==> config.mk <==
export PLATFORM = sky130hd
export DESIGN_NAME = prtt_cell
export DESIGN_NICKNAME = d
export VERILOG_FILES = /design/src/hw/rtl/prtt_pkg.sv /design/src/hw/rtl/prtt_cell.sv
export SDC_FILE = /design/constraint.sdc
export NUM_CORES = 1
export LEC_CHECK = 0
export BUFFER_PORTS_ARGS = -buffer_cell sky130_fd_sc_hd__buf_4
export CAP_MARGIN = 25
export CORE_ASPECT_RATIO = 0.9
export CORE_MARGIN = 8
export CORE_UTILIZATION = 45
export CTS_CLUSTER_DIAMETER = 120
export CTS_CLUSTER_SIZE = 16
export DETAILED_ROUTE_END_ITERATION = 8
export PLACE_DENSITY_LB_ADDON = 0.3
export SLEW_MARGIN = 10
export SYNTH_ARGS = -nofsm -noshare
export SYNTH_HDL_FRONTEND = slang
export SYNTH_SLANG_ARGS = --single-unit
export TNS_END_PERCENT = 20
==> constraint.sdc <==
create_clock -name clk -period 4.7 [get_ports clk]
set_clock_uncertainty 0.15 [all_clocks]
set_input_delay 0.94 -clock clk [delete_from_list [all_inputs] [get_ports clk]]
set_output_delay 0.94 -clock clk [all_outputs]
set_load 0.02 [all_outputs]
==> src/hw/rtl/prtt_pkg.sv <==
// Shared constants, codes and cell control types for the pending request timeout tracker.
package prtt_pkg;

    localparam int NUM_ENTRIES    = 32;
    localparam int MAX_PER_CLIENT = 16;
    localparam int IDX_W          = $clog2(NUM_ENTRIES);
    localparam int CNT_W          = 6;

    typedef enum logic [1:0] {
        MODE_ADD    = 2'd0,
        MODE_FINISH = 2'd1,
        MODE_TICK   = 2'd2,
        MODE_QUERY  = 2'd3
    } mode_t;

    typedef enum logic [1:0] {
        KIND_ADD     = 2'd0,
        KIND_FINISH  = 2'd1,
        KIND_TIMEOUT = 2'd2,
        KIND_QUERY   = 2'd3
    } kind_t;

    typedef enum logic [1:0] {
        ST_OK       = 2'd0,
        ST_DUP      = 2'd1,
        ST_TOO_MANY = 2'd2
    } status_t;

    localparam logic REG_TIMEOUT = 1'b0;

    typedef struct packed {
        logic        alloc;
        logic        drop_tent;
        logic        commit;
        logic        tick;
        logic        find;
        logic        drain;
        logic        grp_active;
        logic [15:0] grp_tag;
        logic [7:0]  client;
        logic [63:0] ident;
        logic [15:0] batch;
        logic [31:0] timeout;
    } cell_ctl_t;

    typedef struct packed {
        logic        pending;
        logic        owner_hit;
        logic        id_hit;
        logic        pend_owner;
        logic        pend_hit;
        logic        expired;
        logic        tag_hit;
        logic        sel;
        logic [7:0]  owner;
        logic [63:0] ident;
        logic [15:0] batch;
    } cell_stat_t;

endpackage

==> src/hw/rtl/prtt_cell.sv <==
// One table entry; passes free and pick tokens to the next cell.
module prtt_cell
    import prtt_pkg::*;
(
    input  logic       clk,
    input  logic       rst_n,
    input  cell_ctl_t  ctl,
    input  logic [15:0] sel_tag,
    input  logic       free_in,
    output logic       free_out,
    input  logic       take_in,
    output logic       take_out,
    output cell_stat_t stat
);

    logic        valid_reg, valid_next;
    logic        tent_reg, tent_next;
    logic        exp_reg, exp_next;
    logic [7:0]  owner_reg;
    logic [63:0] ident_reg;
    logic [15:0] batch_reg;
    logic [31:0] dl_reg, dl_next;
    logic        alloc_here;
    logic        pending;
    logic        cand;
    logic        sel;

    always_comb
    begin
        pending    = valid_reg && !tent_reg;
        free_out   = free_in || !valid_reg;
        alloc_here = ctl.alloc && !valid_reg && !free_in;
        cand       = (ctl.find && pending && owner_reg == ctl.client && ident_reg == ctl.ident)
                  || (ctl.drain && exp_reg && (!ctl.grp_active || batch_reg == ctl.grp_tag));
        sel        = cand && !take_in;
        take_out   = take_in || cand;

        stat.pending    = pending;
        stat.owner_hit  = valid_reg && owner_reg == ctl.client;
        stat.id_hit     = stat.owner_hit && ident_reg == ctl.ident;
        stat.pend_owner = pending && stat.owner_hit;
        stat.pend_hit   = pending && stat.id_hit;
        stat.expired    = exp_reg;
        stat.tag_hit    = exp_reg && batch_reg == sel_tag;
        stat.sel        = sel;
        stat.owner      = sel ? owner_reg : 8'd0;
        stat.ident      = sel ? ident_reg : 64'd0;
        stat.batch      = sel ? batch_reg : 16'd0;

        valid_next = valid_reg;
        tent_next  = tent_reg;
        exp_next   = exp_reg;
        dl_next    = dl_reg;
        if (alloc_here)
        begin
            valid_next = 1'b1;
            tent_next  = !ctl.commit;
            exp_next   = 1'b0;
            dl_next    = ctl.commit ? ctl.timeout : 32'd0;
        end
        else if (sel)
        begin
            valid_next = 1'b0;
            exp_next   = 1'b0;
        end
        else if (tent_reg && ctl.drop_tent)
        begin
            valid_next = 1'b0;
            tent_next  = 1'b0;
        end
        else if (tent_reg && ctl.commit)
        begin
            tent_next = 1'b0;
            dl_next   = ctl.timeout;
        end
        else if (ctl.tick && pending)
        begin
            if (dl_reg == 32'd0)
                exp_next = 1'b1;
            else
                dl_next = dl_reg - 32'd1;
        end
    end

    always_ff @(posedge clk or negedge rst_n)
    begin
        if (!rst_n)
        begin
            valid_reg <= 1'b0;
            tent_reg  <= 1'b0;
            exp_reg   <= 1'b0;
        end
        else
        begin
            valid_reg <= valid_next;
            tent_reg  <= tent_next;
            exp_reg   <= exp_next;
        end
    end

    always_ff @(posedge clk)
    begin
        dl_reg <= dl_next;
        if (alloc_here)
        begin
            owner_reg <= ctl.client;
            ident_reg <= ctl.ident;
            batch_reg <= ctl.batch;
        end
    end

endmodule

# Yosys cells after proc, flatten, opt, wreduce, memory -nomap -nowiden
# Cells that the tools add are included.
[word_totals]
elab_cells = 76
output_inout_bits = 98
reg_bits = 123
inputBits = 163
[op_classes]
n_addsub = 1
reduce_logical = 36
eq_ne = 9
mux = 23
[op_table]
columns = ["cell", "count"]
rows = [
  ["2-to-1 mux 32 bit", 7],
  ["equality test 64 bit", 1],
  ["2-to-1 mux 64 bit", 1],
  ["equality test 16 bit", 2],
  ["zero test 32 bit", 1],
  ["subtractor 32 x 1 -> 32 bit, second input constant", 1],
  ["logical AND 1 bit", 17],
  ["2-to-1 mux 16 bit", 1],
  ["nonzero test 3 bit", 5],
  ["2-to-1 mux 1 bit", 13],
  ["!= test 3 bit, second input constant", 3],
  ["equality test 8 bit", 1],
  ["2-to-1 mux 8 bit", 1],
  ["AND reduction 4 bit", 2],
  ["zero test 1 bit", 6],
  ["logical OR 1 bit", 4],
  ["!= test 2 bit, second input constant", 2],
  ["AND reduction 2 bit", 1],
]

# Logic depth before layout (Yosys ltp)
[depth]
depth_word = 9
mapped_depth = 8

# Worst setup path before layout
# No wires, ideal clock.
[synth_timing]
kind = "input-to-reg"
startpoint = "input port free_in"
endpoint = "register dl_reg[23] (data pin)"
n_path_buf = 1
slack_ns = 0.633
path_stages = 6
required_time_ns = 4.281
t_arrival_ns = 3.648
setup_ns = 0.269
cell_sequence = "nor2_1 nand2_1 inv_1 or2_2 clkbuf_1 o21ai_0"
[synth_between]
elab_chain_len = 3
[synth_rtl]
columns = ["item", "line", "rtl"]
rows = [
  ["start: declaration", "prtt_cell.sv:9", "input logic free_in,"],
  ["zero test 1 bit", "prtt_cell.sv:32", "alloc_here = ctl.alloc && !valid_reg && !free_in;"],
  ["logical AND 1 bit", "prtt_cell.sv:32", ""],
  ["net alloc_here", "prtt_cell.sv:23", "logic alloc_here;"],
  ["2-to-1 mux 32 bit", "prtt_cell.sv:54", "if (alloc_here)"],
  ["net dl_next[23]", "prtt_cell.sv:22", "logic [31:0] dl_reg, dl_next;"],
  ["end signal: assignment", "prtt_cell.sv:103", "dl_reg <= dl_next;"],
  ["end: declaration", "prtt_cell.sv:22", ""],
]
# The timed path passes the listed nets, and every way through them passes these cells.
# A chain may end at the register's enable or synchronous reset.

==> flow_metrics.py <==
metrics = {
    "clock_tree": {
        "clkTransAtPathRegs_ns": 0.06,
        "cts_sinks": 123,
        "clk_latency_ns": 0.41,
        "cts_buffers": 17,
        "htreeDepth": 4,
        "cts_resized": 0,
        "root_buffer": "clkbuf_16",
        "cts.path.max_buffers": 2,
        "cts_tree": "done",
        "postCtsSetupRepairBufs": 0,
        "hold_buffers": 0,
    },
    "routing": {
        "dr.pass1.iters": 5,
        "via_count": 5513,
        "drcViolationCount": 0,
        "routed_wire_length_per_instance_microns": 20.3,
        "totalWireLength_microns": 21300,
        "vias_per_cell": 5.26,
        "drtIter0Drc": 392,
        "ant_nets": 0,
    },
    "floorplanning": {
        "die_h_microns": 132,
        "num_rows": 42,
        "die_area_sq_mm": 0.0191,
        "start_util": 0.459,
        "core_area_sq_mm": 0.0147,
        "die_w_microns": 145,
        "io_pins": 261,
    },
    "sta": {
        "max_freq_mhz": 229,
        "fin_setup_tns_ns": 0,
        "post-route-period-util": 0.930,
        "rsz0062_at_grt": "no",
        "maxSlewHeadroom": 0.345,
        "slew_viol_final": 0,
        "finalSetupViolations": 0,
        "finalHoldViolCount": 0,
        "min_period_ns": 4.37,
        "worst_pin_slew_ns": 0.983,
    },
    "critical_path": {
        "critPathTopFamily": "simple AND/OR/NAND/NOR gates",
        "crit_buf_inv": 3,
        "cp_slowest_cell": "nor4_1",
        "cp_common_cell": "buf_4",
        "start_kind": "input port",
        "max_stage_delay_ns": 0.58,
        "cp_cell_sequence": "buf_4, xor2_1, nor4_1, nand4_1, a21o_1, o22ai_4, buf_4, and2_1, buf_4",
        "cp.arrival_ns": 3.28,
        "crit_required_ns": 3.61,
        "critPathCaptureType": "output pin",
        "path_max_fanout": 17,
        "worstSetupPathType": "in2out",
    },
    "synthesis": {
        "syn_area_sq_mm": 0.00673,
        "synth_top_flop_cell": "edfxtp_1",
        "ys_types": 44,
        "yosysWarnings": 0,
        "synthArstFlopShare": 0.0244,
        "ys_seq_elements": 123,
        "synth-edff-count": 120,
        "netlist_instances": 574,
        "post_synth.cell_area_avg_sq_um": 11.7,
        "syn_nets": 739,
        "ys_seq_area_frac": 0.547,
    },
    "global_route": {
        "grt_max_degree": 75,
        "grt_pass1_wl_microns": 33200,
        "grt.total_usage": 0.219,
        "grt_pass1_vias": 6078,
        "overflow": 0,
        "antenna_found_initial": 0,
    },
    "power_and_ir_drop": {
        "intPower_w": 0.00264,
        "p_total_w": 0.00368,
        "combPwrFrac": 0.194,
        "p_leak_nw": 3.69,
        "switching_power_w": 0.00104,
        "ir_worst_vdd_uv": 404,
        "clkPwrFrac": 0.353,
        "sw_frac_of_total": 0.284,
        "seq_power_share": 0.453,
        "p_per_area_mw_per_mm2": 388,
    },
    "cells_and_area": {
        "nets": 1003,
        "antenna_cells": 0,
        "post_route_cells_drive_above_1_share": 0.368,
        "area_delta_synth_final_pct": 41.1,
        "largest_reg_flops": 64,
        "fillers": 1151,
    },
    "place": {
        "gp_congestion": 1.03,
        "dp_hpwl_microns": 16700,
        "numPortBuffers": 260,
    },
    "hold_path": {
        "hp-class": "in2async",
    },
    "run": {
        "cap_viol_max_count": 0,
    },
    "outcome": {
        "status": "completed",
    },
}
[layout by cell type, fill, tap and decap left out, drive strengths merged, types with 8 or more instances in the layout]
cell and count:
xor2 31, clkinv 10, nand4 38, buf 266, nor2 13, o21ai 34
edfxtp 120, xnor2 101, nor4 26, nand2 48, clkbuf 18, and2 90
nor3 8
[synth_stat cells, drive strengths merged, types with 5 or more instances]
cell	n	area [sq um]
nand3	5	25.0
clkbuf	9	33.8
buf	12	70.1
and2	90	563
nand2b	5	33.8
xor2	31	272
xnor2	101	885
nand2	48	180
o21ai	34	174
nor4	26	220
nor2	13	48.8
edfxtp	120	3600
nor3	8	50.1
nand4	38	244
[final timing paths]
kind | from | endpoint | slack, ns | cells after the start
max in group asynchronous | rst_n | valid_reg | 4.12 | 1
min in group clk | exp_reg | exp_reg | 0.51 | 2
hold reg to reg | exp_reg | exp_reg | 0.51 | 2
setup reg to reg | ident_reg[42] | dl_reg[5] | 1.40 | 8
hold / removal | rst_n | exp_reg | 0.17 | 1
setup / recovery | ctl[124] | stat[80] | 0.33 | 9
[layer usage]
layer	up-vias	part of all wire	track usage
met4	0	0.022	0.0706
met3	25	0.081	0.0789
met5	-	0	0
li1	2578	-	-
met2	263	0.49	0.369
met1	2647	0.40	0.253
[through the flow]
stage / hold WS [ns] / setup WS (ns) / area [sq um] / utilization / std cells
global placement: 0.468 / 0.386 / 8890 / 0.607 / 1016
finish: 0.169 / 0.329 / 9490 / 0.647 / 1049
floorplan: 0.400 / 0.633 / 6730 / - / 574
detailed placement: 0.481 / 0.299 / 8890 / 0.607 / 1016
global route: 0.144 / 0.182 / 9490 / 0.647 / 1049
CTS: 0.150 / 0.288 / 9480 / 0.646 / 1048
[power by group through the flow]
stage               Sequential, W  Clock [W]  Combinational, W
floorplan                 0.00164          0          0.000459
CTS                       0.00166    0.00133          0.000712
finish                    0.00167    0.00130          0.000714
detailed placement        0.00168          0          0.000706
global placement          0.00167          0          0.000682
global route              0.00169    0.00137          0.000787
[kinds of logic after synthesis]
family                     after synthesis  synth area share
xor gates and xnor gates               132             0.172
buffers and inverters                   25            0.0177
AOI/OAI and AO/OA                       46            0.0385
and+or+nand+nor                        246             0.222
DFF                                    123             0.547
adders and majority gates                2           0.00372
[cell type report]
cell class | instances | area [sq um] | share of cell area
tap | 198 | 248 | 0.0261
multi-input combinational | 426 | 2950 | 0.311
inverter | 4 | 16.3 | 0.00171
clock buffer | 18 | 429 | 0.0452
clock inverter | 14 | 154 | 0.0162
timing repair buffer | 266 | 2020 | 0.212
sequential | 123 | 3680 | 0.388
Note: power is estimated with default switching activity, not from simulation.
